### src/ef_pkg.sv
// shared types, constants and fixed-point helpers for the flux jacobian block
package ef_pkg;

   localparam int FX_W    = 32;
   localparam int GAMMA_W = 18;

   typedef logic signed [FX_W-1:0] fx_type;

   localparam logic [GAMMA_W-1:0] GAMMA_RESET = 18'd91750;
   localparam fx_type FX_ONE  = 32'sd65536;
   localparam fx_type FX_TWO  = 32'sd131072;
   localparam fx_type FX_HALF = 32'sd32768;

   // one grid point as taken from the request channel
   typedef struct packed {
      fx_type q0;
      fx_type q1;
      fx_type q2;
      fx_type q3;
      fx_type jd;
      fx_type j1;
      fx_type ksi_x;
      fx_type ksi_y;
      fx_type eta_x;
      fx_type eta_y;
   } ef_point_type;

   // classified point handed from the front to the back
   typedef struct packed {
      fx_type u;
      fx_type v;
      fx_type a1;
      fx_type j1;
      fx_type ksi_x;
      fx_type ksi_y;
      fx_type eta_x;
      fx_type eta_y;
      logic   dz;
   } ef_job_type;

   // round to nearest (halves up) after the q16 shift, then saturate
   function automatic fx_type fx_round_sat(input logic signed [63:0] p);
      logic signed [63:0] s;
      logic signed [47:0] q;
      fx_type r;
      s = p + 64'sd32768;
      q = s[63:16];
      if (q[47:31] == {17{q[47]}}) begin
         r = q[31:0];
      end else if (q[47]) begin
         r = 32'sh8000_0000;
      end else begin
         r = 32'sh7FFF_FFFF;
      end
      return r;
   endfunction

   // saturate a 33 bit sum or difference
   function automatic fx_type fx_sat33(input logic signed [32:0] s);
      fx_type r;
      if (s[32] == s[31]) begin
         r = s[31:0];
      end else if (s[32]) begin
         r = 32'sh8000_0000;
      end else begin
         r = 32'sh7FFF_FFFF;
      end
      return r;
   endfunction

endpackage

### src/ef_rsp_if.sv
// response channel: one matrix row per handshake
interface ef_rsp_if;
   import ef_pkg::*;
   logic       valid;
   logic       ready;
   logic       matrix_sel;
   logic [1:0] row_index;
   fx_type     col0;
   fx_type     col1;
   fx_type     col2;
   fx_type     col3;
   logic       div_zero;
   logic       last_row;

   modport source (output valid, matrix_sel, row_index, col0, col1, col2, col3,
                   div_zero, last_row, input ready);
   modport sink (input valid, matrix_sel, row_index, col0, col1, col2, col3,
                 div_zero, last_row, output ready);
endinterface

### src/ef_back.sv
// back end: microcoded multiply/add sequencer building and sending the matrix rows
module ef_back
   import ef_pkg::*;
(
   input  logic               clock,
   input  logic               reset,
   input  logic [GAMMA_W-1:0] gamma,
   input  logic               q_empty,
   input  ef_job_type         q_data,
   output logic               pop,
   ef_rsp_if.source           rsp
);

   typedef enum logic [2:0] {
      OP_MUL  = 3'd0,
      OP_ADD  = 3'd1,
      OP_SUB  = 3'd2,
      OP_EMIT = 3'd3,
      OP_NEXT = 3'd4
   } op_type;

   typedef enum logic [4:0] {
      R_ZERO, R_HALF, R_G, R_GM1, R_GM2, R_U, R_V, R_A1, R_J1, R_KX, R_KY,
      R_THETA, R_PHI2, R_T0, R_T1, R_T2, R_C0, R_C1, R_C2, R_C3
   } rsel_type;

   typedef struct packed {
      op_type   op;
      rsel_type a;
      rsel_type b;
      rsel_type d;
   } uop_type;

   localparam logic [6:0] PC_THETA = 7'd5;

   function automatic uop_type mk(input op_type op, input rsel_type a, input rsel_type b,
                                  input rsel_type d);
      uop_type u;
      u.op = op;
      u.a  = a;
      u.b  = b;
      u.d  = d;
      return u;
   endfunction

   // microprogram: shared terms, then per matrix theta and four rows
   function automatic uop_type rom(input logic [6:0] pc);
      uop_type u;
      unique case (pc)
         // phi2 for the point
         7'd0:  u = mk(OP_MUL, R_HALF, R_GM1, R_T0);
         7'd1:  u = mk(OP_MUL, R_U, R_U, R_T1);
         7'd2:  u = mk(OP_MUL, R_V, R_V, R_T2);
         7'd3:  u = mk(OP_ADD, R_T1, R_T2, R_T1);
         7'd4:  u = mk(OP_MUL, R_T0, R_T1, R_PHI2);
         // theta for this matrix
         7'd5:  u = mk(OP_MUL, R_KX, R_U, R_T0);
         7'd6:  u = mk(OP_MUL, R_KY, R_V, R_T1);
         7'd7:  u = mk(OP_ADD, R_T0, R_T1, R_THETA);
         // row 0
         7'd8:  u = mk(OP_ADD, R_ZERO, R_ZERO, R_C0);
         7'd9:  u = mk(OP_ADD, R_KX, R_ZERO, R_C1);
         7'd10: u = mk(OP_ADD, R_KY, R_ZERO, R_C2);
         7'd11: u = mk(OP_ADD, R_ZERO, R_ZERO, R_C3);
         7'd12: u = mk(OP_MUL, R_J1, R_C0, R_C0);
         7'd13: u = mk(OP_MUL, R_J1, R_C1, R_C1);
         7'd14: u = mk(OP_MUL, R_J1, R_C2, R_C2);
         7'd15: u = mk(OP_MUL, R_J1, R_C3, R_C3);
         7'd16: u = mk(OP_EMIT, R_ZERO, R_ZERO, R_ZERO);
         // row 1
         7'd17: u = mk(OP_MUL, R_KX, R_PHI2, R_T0);
         7'd18: u = mk(OP_MUL, R_U, R_THETA, R_T1);
         7'd19: u = mk(OP_SUB, R_T0, R_T1, R_C0);
         7'd20: u = mk(OP_MUL, R_GM2, R_KX, R_T0);
         7'd21: u = mk(OP_MUL, R_T0, R_U, R_T0);
         7'd22: u = mk(OP_SUB, R_THETA, R_T0, R_C1);
         7'd23: u = mk(OP_MUL, R_KY, R_U, R_T0);
         7'd24: u = mk(OP_MUL, R_GM1, R_KX, R_T1);
         7'd25: u = mk(OP_MUL, R_T1, R_V, R_T1);
         7'd26: u = mk(OP_SUB, R_T0, R_T1, R_C2);
         7'd27: u = mk(OP_MUL, R_GM1, R_KX, R_C3);
         7'd28: u = mk(OP_MUL, R_J1, R_C0, R_C0);
         7'd29: u = mk(OP_MUL, R_J1, R_C1, R_C1);
         7'd30: u = mk(OP_MUL, R_J1, R_C2, R_C2);
         7'd31: u = mk(OP_MUL, R_J1, R_C3, R_C3);
         7'd32: u = mk(OP_EMIT, R_ZERO, R_ZERO, R_ZERO);
         // row 2
         7'd33: u = mk(OP_MUL, R_KY, R_PHI2, R_T0);
         7'd34: u = mk(OP_MUL, R_V, R_THETA, R_T1);
         7'd35: u = mk(OP_SUB, R_T0, R_T1, R_C0);
         7'd36: u = mk(OP_MUL, R_KX, R_V, R_T0);
         7'd37: u = mk(OP_MUL, R_GM1, R_KY, R_T1);
         7'd38: u = mk(OP_MUL, R_T1, R_U, R_T1);
         7'd39: u = mk(OP_SUB, R_T0, R_T1, R_C1);
         7'd40: u = mk(OP_MUL, R_GM2, R_KY, R_T0);
         7'd41: u = mk(OP_MUL, R_T0, R_V, R_T0);
         7'd42: u = mk(OP_SUB, R_THETA, R_T0, R_C2);
         7'd43: u = mk(OP_MUL, R_GM1, R_KY, R_C3);
         7'd44: u = mk(OP_MUL, R_J1, R_C0, R_C0);
         7'd45: u = mk(OP_MUL, R_J1, R_C1, R_C1);
         7'd46: u = mk(OP_MUL, R_J1, R_C2, R_C2);
         7'd47: u = mk(OP_MUL, R_J1, R_C3, R_C3);
         7'd48: u = mk(OP_EMIT, R_ZERO, R_ZERO, R_ZERO);
         // row 3
         7'd49: u = mk(OP_SUB, R_PHI2, R_A1, R_T0);
         7'd50: u = mk(OP_MUL, R_THETA, R_T0, R_C0);
         7'd51: u = mk(OP_MUL, R_KX, R_A1, R_T0);
         7'd52: u = mk(OP_MUL, R_GM1, R_U, R_T1);
         7'd53: u = mk(OP_MUL, R_T1, R_THETA, R_T1);
         7'd54: u = mk(OP_SUB, R_T0, R_T1, R_C1);
         7'd55: u = mk(OP_MUL, R_KY, R_A1, R_T0);
         7'd56: u = mk(OP_MUL, R_GM1, R_V, R_T1);
         7'd57: u = mk(OP_MUL, R_T1, R_THETA, R_T1);
         7'd58: u = mk(OP_SUB, R_T0, R_T1, R_C2);
         7'd59: u = mk(OP_MUL, R_G, R_THETA, R_C3);
         7'd60: u = mk(OP_MUL, R_J1, R_C0, R_C0);
         7'd61: u = mk(OP_MUL, R_J1, R_C1, R_C1);
         7'd62: u = mk(OP_MUL, R_J1, R_C2, R_C2);
         7'd63: u = mk(OP_MUL, R_J1, R_C3, R_C3);
         7'd64: u = mk(OP_EMIT, R_ZERO, R_ZERO, R_ZERO);
         default: u = mk(OP_NEXT, R_ZERO, R_ZERO, R_ZERO);
      endcase
      return u;
   endfunction

   logic               busy_ff, busy_in;
   logic [6:0]         pc_ff, pc_in;
   logic               phase_ff, phase_in;
   logic               matrix_ff, matrix_in;
   logic [1:0]         row_ff, row_in;
   ef_job_type         job_ff, job_in;
   fx_type             theta_ff, theta_in;
   fx_type             phi2_ff, phi2_in;
   fx_type             t0_ff, t0_in;
   fx_type             t1_ff, t1_in;
   fx_type             t2_ff, t2_in;
   fx_type             c0_ff, c0_in;
   fx_type             c1_ff, c1_in;
   fx_type             c2_ff, c2_in;
   fx_type             c3_ff, c3_in;
   logic signed [63:0] prod_ff, prod_in;
   logic               out_valid_ff, out_valid_in;
   logic               out_sel_ff, out_sel_in;
   logic [1:0]         out_row_ff, out_row_in;
   fx_type             out_c0_ff, out_c0_in;
   fx_type             out_c1_ff, out_c1_in;
   fx_type             out_c2_ff, out_c2_in;
   fx_type             out_c3_ff, out_c3_in;
   logic               out_dz_ff, out_dz_in;
   logic               out_last_ff, out_last_in;

   uop_type     uop;
   fx_type      g_fx, gm1_fx, gm2_fx;
   fx_type      opa, opb;
   fx_type      wval;
   logic        wen;
   logic        out_free;

   // register file read port
   function automatic fx_type rd(input rsel_type s, input fx_type g, input fx_type gm1,
                                 input fx_type gm2, input ef_job_type j, input logic m,
                                 input fx_type th, input fx_type ph, input fx_type r0,
                                 input fx_type r1, input fx_type r2, input fx_type k0,
                                 input fx_type k1, input fx_type k2, input fx_type k3);
      fx_type r;
      unique case (s)
         R_ZERO:  r = '0;
         R_HALF:  r = FX_HALF;
         R_G:     r = g;
         R_GM1:   r = gm1;
         R_GM2:   r = gm2;
         R_U:     r = j.u;
         R_V:     r = j.v;
         R_A1:    r = j.a1;
         R_J1:    r = j.j1;
         R_KX:    r = m ? j.eta_x : j.ksi_x;
         R_KY:    r = m ? j.eta_y : j.ksi_y;
         R_THETA: r = th;
         R_PHI2:  r = ph;
         R_T0:    r = r0;
         R_T1:    r = r1;
         R_T2:    r = r2;
         R_C0:    r = k0;
         R_C1:    r = k1;
         R_C2:    r = k2;
         R_C3:    r = k3;
         default: r = '0;
      endcase
      return r;
   endfunction

   assign uop      = rom(pc_ff);
   assign g_fx     = fx_type'({14'd0, gamma});
   assign gm1_fx   = g_fx - FX_ONE;
   assign gm2_fx   = g_fx - FX_TWO;
   assign opa      = rd(uop.a, g_fx, gm1_fx, gm2_fx, job_ff, matrix_ff, theta_ff, phi2_ff,
                        t0_ff, t1_ff, t2_ff, c0_ff, c1_ff, c2_ff, c3_ff);
   assign opb      = rd(uop.b, g_fx, gm1_fx, gm2_fx, job_ff, matrix_ff, theta_ff, phi2_ff,
                        t0_ff, t1_ff, t2_ff, c0_ff, c1_ff, c2_ff, c3_ff);
   assign out_free = !out_valid_ff || rsp.ready;
   assign pop      = !busy_ff && !q_empty;

   // sequencer and execution
   always_comb begin
      busy_in      = busy_ff;
      pc_in        = pc_ff;
      phase_in     = phase_ff;
      matrix_in    = matrix_ff;
      row_in       = row_ff;
      job_in       = job_ff;
      prod_in      = opa * opb;
      out_valid_in = out_valid_ff && !rsp.ready;
      out_sel_in   = out_sel_ff;
      out_row_in   = out_row_ff;
      out_c0_in    = out_c0_ff;
      out_c1_in    = out_c1_ff;
      out_c2_in    = out_c2_ff;
      out_c3_in    = out_c3_ff;
      out_dz_in    = out_dz_ff;
      out_last_in  = out_last_ff;
      wen          = 1'b0;
      wval         = '0;

      if (pop) begin
         busy_in   = 1'b1;
         pc_in     = '0;
         phase_in  = 1'b0;
         matrix_in = 1'b0;
         row_in    = '0;
         job_in    = q_data;
      end else if (busy_ff) begin
         unique case (uop.op)
            OP_MUL: begin
               if (phase_ff) begin
                  wen      = 1'b1;
                  wval     = fx_round_sat(prod_ff);
                  phase_in = 1'b0;
                  pc_in    = pc_ff + 7'd1;
               end else begin
                  phase_in = 1'b1;
               end
            end
            OP_ADD: begin
               wen   = 1'b1;
               wval  = fx_sat33({opa[31], opa} + {opb[31], opb});
               pc_in = pc_ff + 7'd1;
            end
            OP_SUB: begin
               wen   = 1'b1;
               wval  = fx_sat33({opa[31], opa} - {opb[31], opb});
               pc_in = pc_ff + 7'd1;
            end
            OP_EMIT: begin
               if (out_free) begin
                  out_valid_in = 1'b1;
                  out_sel_in   = matrix_ff;
                  out_row_in   = row_ff;
                  out_c0_in    = job_ff.dz ? '0 : c0_ff;
                  out_c1_in    = job_ff.dz ? '0 : c1_ff;
                  out_c2_in    = job_ff.dz ? '0 : c2_ff;
                  out_c3_in    = job_ff.dz ? '0 : c3_ff;
                  out_dz_in    = job_ff.dz;
                  out_last_in  = matrix_ff && (row_ff == 2'd3);
                  row_in       = row_ff + 2'd1;
                  pc_in        = pc_ff + 7'd1;
               end
            end
            OP_NEXT: begin
               if (matrix_ff) begin
                  busy_in = 1'b0;
               end else begin
                  matrix_in = 1'b1;
                  row_in    = '0;
                  pc_in     = PC_THETA;
               end
            end
            default: busy_in = 1'b0;
         endcase
      end
   end

   // register file write port
   always_comb begin
      theta_in = theta_ff;
      phi2_in  = phi2_ff;
      t0_in    = t0_ff;
      t1_in    = t1_ff;
      t2_in    = t2_ff;
      c0_in    = c0_ff;
      c1_in    = c1_ff;
      c2_in    = c2_ff;
      c3_in    = c3_ff;
      if (wen) begin
         unique case (uop.d)
            R_THETA: theta_in = wval;
            R_PHI2:  phi2_in  = wval;
            R_T0:    t0_in    = wval;
            R_T1:    t1_in    = wval;
            R_T2:    t2_in    = wval;
            R_C0:    c0_in    = wval;
            R_C1:    c1_in    = wval;
            R_C2:    c2_in    = wval;
            R_C3:    c3_in    = wval;
            default: t2_in    = t2_ff;
         endcase
      end
   end

   // control
   always_ff @(posedge clock) begin
      if (reset) begin
         busy_ff      <= 1'b0;
         pc_ff        <= '0;
         phase_ff     <= 1'b0;
         matrix_ff    <= 1'b0;
         row_ff       <= '0;
         out_valid_ff <= 1'b0;
      end else begin
         busy_ff      <= busy_in;
         pc_ff        <= pc_in;
         phase_ff     <= phase_in;
         matrix_ff    <= matrix_in;
         row_ff       <= row_in;
         out_valid_ff <= out_valid_in;
      end
   end

   // datapath
   always_ff @(posedge clock) begin
      job_ff      <= job_in;
      prod_ff     <= prod_in;
      theta_ff    <= theta_in;
      phi2_ff     <= phi2_in;
      t0_ff       <= t0_in;
      t1_ff       <= t1_in;
      t2_ff       <= t2_in;
      c0_ff       <= c0_in;
      c1_ff       <= c1_in;
      c2_ff       <= c2_in;
      c3_ff       <= c3_in;
      out_sel_ff  <= out_sel_in;
      out_row_ff  <= out_row_in;
      out_c0_ff   <= out_c0_in;
      out_c1_ff   <= out_c1_in;
      out_c2_ff   <= out_c2_in;
      out_c3_ff   <= out_c3_in;
      out_dz_ff   <= out_dz_in;
      out_last_ff <= out_last_in;
   end

   assign rsp.valid      = out_valid_ff;
   assign rsp.matrix_sel = out_sel_ff;
   assign rsp.row_index  = out_row_ff;
   assign rsp.col0       = out_c0_ff;
   assign rsp.col1       = out_c1_ff;
   assign rsp.col2       = out_c2_ff;
   assign rsp.col3       = out_c3_ff;
   assign rsp.div_zero   = out_dz_ff;
   assign rsp.last_row   = out_last_ff;

   // a new point always starts at the top of the program on matrix A
   a_pop_start: assert property (@(posedge clock) disable iff (reset)
      pop |=> busy_ff && (pc_ff == 7'd0) && !matrix_ff && (row_ff == 2'd0))
      else $error("point did not start at program entry");

   // last row flag only on row 3 of matrix B
   a_last_row: assert property (@(posedge clock) disable iff (reset)
      out_valid_ff && out_last_ff |-> out_sel_ff && (out_row_ff == 2'd3))
      else $error("last row flag on wrong row");

   // finishing matrix B releases the sequencer
   a_finish: assert property (@(posedge clock) disable iff (reset)
      busy_ff && (uop.op == OP_NEXT) && matrix_ff |=> !busy_ff)
      else $error("sequencer stayed busy after matrix B");

endmodule

### src/flat_wrapper.sv
// flat-port wrapper written by rule: the top's interface ports become plain ports
module ef_back_flat import ef_pkg::*;
  (clock, reset, gamma, q_empty, q_data, pop, rsp_valid, rsp_matrix_sel, rsp_row_index, rsp_col0, rsp_col1, rsp_col2, rsp_col3, rsp_div_zero, rsp_last_row, rsp_ready);
  ef_rsp_if rsp_i ();
  input  logic clock;
  input  logic reset;
  input  logic [GAMMA_W-1:0] gamma;
  input  logic q_empty;
  input  ef_job_type q_data;
  output logic pop;
  output wire logic [$bits(rsp_i.valid)-1:0] rsp_valid;
  output wire logic [$bits(rsp_i.matrix_sel)-1:0] rsp_matrix_sel;
  output wire logic [$bits(rsp_i.row_index)-1:0] rsp_row_index;
  output wire logic [$bits(rsp_i.col0)-1:0] rsp_col0;
  output wire logic [$bits(rsp_i.col1)-1:0] rsp_col1;
  output wire logic [$bits(rsp_i.col2)-1:0] rsp_col2;
  output wire logic [$bits(rsp_i.col3)-1:0] rsp_col3;
  output wire logic [$bits(rsp_i.div_zero)-1:0] rsp_div_zero;
  output wire logic [$bits(rsp_i.last_row)-1:0] rsp_last_row;
  input wire logic [$bits(rsp_i.ready)-1:0] rsp_ready;
  assign rsp_valid = rsp_i.valid;
  assign rsp_matrix_sel = rsp_i.matrix_sel;
  assign rsp_row_index = rsp_i.row_index;
  assign rsp_col0 = rsp_i.col0;
  assign rsp_col1 = rsp_i.col1;
  assign rsp_col2 = rsp_i.col2;
  assign rsp_col3 = rsp_i.col3;
  assign rsp_div_zero = rsp_i.div_zero;
  assign rsp_last_row = rsp_i.last_row;
  assign rsp_i.ready = rsp_ready;
  ef_back u_core (.clock(clock), .reset(reset), .gamma(gamma), .q_empty(q_empty), .q_data(q_data), .pop(pop), .rsp(rsp_i));
endmodule
### config.mk
export PLATFORM = sky130hd
export DESIGN_NAME = ef_back_flat
export DESIGN_NICKNAME = d
export VERILOG_FILES = /design/src/ef_pkg.sv /design/src/ef_rsp_if.sv /design/src/ef_back.sv /design/src/flat_wrapper.sv
export SDC_FILE = /design/constraint.sdc
export NUM_CORES = 2
export LEC_CHECK = 0
export BUFFER_PORTS_ARGS = -buffer_cell sky130_fd_sc_hd__buf_2
export CAP_MARGIN = 20
export CORE_UTILIZATION = 40
export CTS_CLUSTER_DIAMETER = 30
export DETAILED_ROUTE_END_ITERATION = 8
export PLACE_DENSITY = 0.65
export SLEW_MARGIN = 0
export SYNTH_ARGS = -nofsm -noshare
export SYNTH_HDL_FRONTEND = slang
export SYNTH_SLANG_ARGS = --single-unit
### constraint.sdc
create_clock -name clock -period 42.9 [get_ports clock]
set_input_delay 6.435 -clock clock [delete_from_list [all_inputs] [get_ports clock]]
set_output_delay 6.435 -clock clock [all_outputs]
set_load 0.01 [all_outputs]
### Yosys cells after proc, flatten, opt, wreduce, memory -nomap -nowiden

Memory sizes are Yosys's and may differ from the RTL's. A register that Yosys moved wholly into a read port is not among the register bits.
Index checks and enable logic that the tools add are counted.

* $lt $le $gt $ge: 0
* $add $sub $neg: 7
* $mul: 1
* reduce and logical (&&, ||, !) cells: 28
* bitwise operators: 1
* equal/unequal tests: 58
* div/mod/pow operators: 0
* multiplexer cells: 36
* shifts and indexed selects: 0

Operator list (number)
* 32-bit one-hot mux with 19 select lines: 2
* 32-bit two-way mux: 11
* 5-bit by 4-bit == test with 1-bit output, second input constant: 21
* 32-bit one-hot mux with 3 select lines: 1
* 64-bit by 17-bit adder with 64-bit output, second input constant: 1
* 32-bit by 32-bit multiplier with 64-bit output: 1
* 5-bit == test, second input constant: 12
* 5-bit by 3-bit == test with 1-bit output, second input constant: 8
* 7-bit two-way mux: 5
* 32-bit by 32-bit adder with 33-bit output: 1
* 32-bit by 32-bit subtractor with 33-bit output: 1
* 7-bit one-hot mux with 4 select lines: 1
* 2-bit AND reduction: 11
* 5-bit by 2-bit == test with 1-bit output, second input constant: 4
* 18-bit by 17-bit subtractor with 19-bit output, second input constant: 1
* 18-bit by 18-bit subtractor with 19-bit output, second input constant: 1
* 16-bit == test: 1
* 1-bit two-way mux: 11
* 5-bit by 1-bit == test with 1-bit output, second input constant: 2
* 4-bit AND reduction: 2
* 7-bit by 1-bit adder with 7-bit output, second input constant: 1
* 3-bit by 2-bit == test with 1-bit output, second input constant: 2
* 5-bit AND reduction: 1
* 1-bit logical NOT: 4
* other kinds (18): 25

* flip-flop bits (word level): 755
* bits of input ports: 279
* bits in latches: 0
* bits in writable memories: 0
* memories kept: 1
* bits in read-only memories: 2176
* logic and storage cells: 165
* output and inout bits: 135

Memory list
* (no name shown): words 128, width 17, read ports 1, clocked after memory_dff 1, write ports 0, RTL line ef_back.sv:49 `unique case (pc)`

### Logic depth before layout (Yosys ltp)

* depth after elaboration: 8
* depth in mapped cells: 41
* depth with buffers taken out: 36

### Least setup slack after synthesis

OpenSTA, ideal clock, no wires.

* path type: input -> output
* start point: input q_empty
* end point: output pop
* stages on the path: 1
* required time: 36.465 ns
* slack: 19.174 ns
* buffers on the path: 0
* arrival: 17.291 ns
* cells stage by stage: nor2_1

* word-level cells in the longest chain between the ends: 2

RTL lines
* start, declared: RTL line flat_wrapper.sv:8 `input logic q_empty;`
* 1-bit logical NOT: RTL line ef_back.sv:201 `assign pop = !busy_ff && !q_empty;`
* 1-bit logical AND: RTL line ef_back.sv:201
* end, declared: RTL line flat_wrapper.sv:10 `output logic pop;`

Every way passes these cells.

### Final worst setup path

* start point: input gamma[16]
* end point: register u_core.prod_ff[61]

* word-level cells in the longest chain between the ends: 3
* elaborated cells on any way between the ends: 5
* classes of those cells: add/sub (2); mul (1); mux (2)

RTL lines
* start, declared: RTL line flat_wrapper.sv:7 `input logic [GAMMA_W-1:0] gamma;`
* 18-bit by 18-bit subtractor with 19-bit output / 18-bit by 17-bit subtractor with 19-bit output (equally long branches): RTL line ef_back.sv:195, ef_back.sv:194
* 32-bit one-hot mux with 19 select lines: RTL line ef_back.sv:166 `unique case (s)`
* 32-bit by 32-bit multiplier with 64-bit output (*): RTL line ef_back.sv:211 `prod_in = opa * opb;`
* net u_core.prod_in[61]: RTL line ef_back.sv:141 `logic signed [63:0] prod_ff, prod_in;`
* end signal, assigned: RTL line ef_back.sv:331 `prod_ff <= prod_in;`
* end, declared: RTL line ef_back.sv:141

Mark *: on every way through the listed nets, which the timed path passes. The rest lies on a longest branch.
A chain may end at the register's enable or synchronous reset.

==> results.sh <==
export IMPL_status="finished, violations left"
export IMPL_violations="DRC"
export IMPL_cp_slowest_cell="fa_1"
export IMPL_areaGrowthSynthToFinish_pct=14.8
export IMPL_cts_buffer_depth=3
export IMPL_die_width_um=424
export IMPL_muxShareOfSynthArea_pct=1.26
export IMPL_n_fill_cell=16300
export IMPL_async_flop_share_pct=0
export IMPL_gr_usage_all_layers_pct=31.3
export IMPL_synth_compound_area_share_pct=9.81
export IMPL_top_regs="u_core.job_ff (257), u_core.prod_ff (49)"
export IMPL_min_period_ps=16050
export IMPL_post_route_period_util_pct=37.4
export IMPL_hp_class="reg2reg"
export IMPL_die_h_um=424
export IMPL_r2r_start="u_core.uop[8]"
export IMPL_routed_wl_um=283000
export IMPL_gp_congestion=1.03
export IMPL_port_buffers=413
export IMPL_cts_sinks=757
export IMPL_cp_data_arrival_time_ps=16760
export IMPL_finalInstanceArea_mm2=0.0817
export IMPL_yosys_warnings=0
export IMPL_ys_seq_area_share_pct=30.8
export IMPL_grt_pass1_vias=59100
export IMPL_ant_nets=0
export IMPL_drc=110
export IMPL_crit_type="in2reg"
export IMPL_cp_end_kind="flop"
export IMPL_final_setup_tns_ps=0
export IMPL_power_uw=2410
export IMPL_fp_coreArea_mm2=0.176
export IMPL_cp_max_fo=20
export IMPL_clkTransAtPathRegs_ps=50
export IMPL_cts_hold_buf=0
export IMPL_dr_first_iter_drc_count=7703
export IMPL_synthXorXnorAreaFrac_pct=2.01
export IMPL_cp_common_cell="fa_1"
export IMPL_regMostFlops="u_core.job_ff"
export IMPL_synth_edf_count=678
export IMPL_num_nets_final=8910
export IMPL_gr_total_overflow=0
export IMPL_rows=154
export IMPL_routed_via_count=57600
export IMPL_grt_antenna_before_repair=23
export IMPL_regToRegEndpoint="u_core.prod_ff[48]"
export IMPL_start_kind="primary input"
export IMPL_fmax_mhz=62.3
export IMPL_cts_root_buf="clkbuf_16"
export IMPL_ios=414
export IMPL_worstSkewPairLatency_ps=790
export IMPL_report_final_slew_viol_count=0
export IMPL_skew_ps=61.1
export IMPL_avgSynthCellArea_um2=10.3
export IMPL_post_dp_cell_area_mm2=0.0766
export IMPL_wl_per_cell_um=29.0
export IMPL_final_cell_mix="inv_1 (1151), fa_1 (1084), nand2_1 (801)"
export IMPL_p_leak_uw=0.0354
export IMPL_ys_ff_latch=757
export IMPL_htree_num_levels=4
export IMPL_drive_above_1_share_pct=13.4
export IMPL_largest_register_ff_count=257
export IMPL_grt_pass1_wl_um=408000
export IMPL_critPathRequiredTime_ps=43620
export IMPL_grt_max_degree=67
export IMPL_synth_fa_ha_area_share_pct=35.1
export IMPL_ys_flop_type="edfxtp_1"
export IMPL_worstMarginPinSlew_ps=1180
export IMPL_syn_num_nets=8550
export IMPL_rsz0062_at_grt="no"
export IMPL_cts_resized_gates=0
export IMPL_hold_viol=0
export IMPL_cts_tree="built"
export IMPL_maxCapViolCount=0
export IMPL_peakVddDrop_v=0.0000267
export IMPL_reg2reg_slack_ps=30580
export IMPL_min_to="u_core.rsp.row_index[1]"
export IMPL_whs_path_depth=0
export IMPL_setup_viol=0
export IMPL_post_cts_setup_buffers=0
export IMPL_final_common_cell="inv_1"
export IMPL_drt_vias_per_instance=5.91
export IMPL_slew_headroom_pct=20.9
export IMPL_synthDistinctLibCells=96
export IMPL_synth_cells=6924
export IMPL_syn_area_mm2=0.0711
export IMPL_power_density_mw_per_mm2=29.5
export IMPL_numCtsBuffers=138
export IMPL_worstHoldStart="u_core.row_ff[1]"
export IMPL_synth_top_family_by_area="adder cells"
export IMPL_firstDrtPassIters=9
export IMPL_start_util_pct=40.4
export IMPL_synthSimpleGateAreaFrac_pct=12.8
export IMPL_critPathMaxStageDelay_ps=1190
export IMPL_hpwlAfterDp_um=209000
export IMPL_die_area_mm2=0.180
export IMPL_ff2ff_path_depth=33
## worst max-delay path by stage
stage | endpoint | start | cells past startpoint | slack [ps]
after floorplan | pop | q_empty | 1 | 19170
after global placement | u_core.prod_ff[61] | gamma[16] | 33 | 26230
after detailed placement | u_core.prod_ff[61] | gamma[16] | 33 | 26110
after CTS | u_core.prod_ff[61] | gamma[16] | 33 | 26950
after global routing | u_core.prod_ff[61] | gamma[16] | 33 | 26320
final | u_core.prod_ff[61] | gamma[16] | 33 | 26850
## cells in the mapped netlist (all sizes together), types with 27 or more instances
| cell | instances | share of area (%) |
|---|---|---|
| a211oi | 39 | 0.41 |
| a21o | 53 | 0.56 |
| a21oi | 176 | 1.2 |
| a221oi | 73 | 0.94 |
| a22o | 32 | 0.39 |
| a22oi | 200 | 2.1 |
| a31oi | 42 | 0.37 |
| and3 | 28 | 0.25 |
| buf | 43 | 0.27 |
| clkbuf | 335 | 1.8 |
| dfxtp | 79 | 2.2 |
| edfxtp | 678 | 29 |
| fa | 1084 | 31 |
| ha | 263 | 4.6 |
| inv | 1151 | 6.1 |
| mux2 | 37 | 0.59 |
| mux2i | 45 | 0.63 |
| nand2 | 801 | 4.2 |
| nand2b | 27 | 0.24 |
| nand3 | 101 | 0.71 |
| nand4 | 56 | 0.49 |
| nor2 | 670 | 3.5 |
| nor2b | 148 | 1.3 |
| nor3 | 76 | 0.55 |
| o21ai | 158 | 1.1 |
| xnor2 | 119 | 1.5 |
| xor2 | 44 | 0.54 |
## through the flow
| step | util, % | std cells | hold WS, ps | setup WS (ps) |
|---|---|---|---|---|
| 6_report | 46.3 | 9750 | 469 | 26850 |
| 5_1_grt | 46.3 | 9745 | 502 | 26320 |
| 2_1_floorplan | - | 6924 | 403 | 19170 |
| 3_3_place_gp | 43.4 | 9475 | 445 | 26230 |
| 3_5_place_dp | 43.4 | 9480 | 460 | 26110 |
| 4_1_cts | 46.3 | 9735 | 472 | 26950 |
## kinds of logic after synthesis
group / after synthesis
AO/OA/AOI/OAI: 990
multiplexers: 83
buffers and inverters: 1542
AND/OR/NAND/NOR: 2042
adder cells (fa/ha/maj): 1347
XOR/XNOR: 163
flip-flops: 757
## layer usage
layer / track usage [%] / routed length [um]
met1: 38.6 / 99900
met2: 47.5 / 124000
met3: 9.29 / 36600
met4: 21.0 / 22700
met5: 0 / 137
## power breakdown
part           internal (uW)  switching, uW
registers                837           38.2
logic                    123            241
clock network            747            423
total                   1710            702
## layout make-up
class                   instances  area, um^2  area share [%]
diodes                         11        27.5          0.0337
clock buffers                 145        3520            4.31
clock inverters               110        1510            1.85
inverters                    1164        4370            5.35
multi-input cells            4625       43900            53.7
flip-flops and latches        757       21900            26.9
well taps                    2340        2930            3.58
repair buffers                598        3510            4.29
## critical path: cells and delay by family
kind / cells / cell delay [ps]
adder cells (fa/ha/maj): 10 / 5740
buffers and inverters: 9 / 1880
AO/OA/AOI/OAI: 8 / 1540
AND/OR/NAND/NOR: 5 / 930
XOR/XNOR: 1 / 140
(Power assumes the default switching activity.)
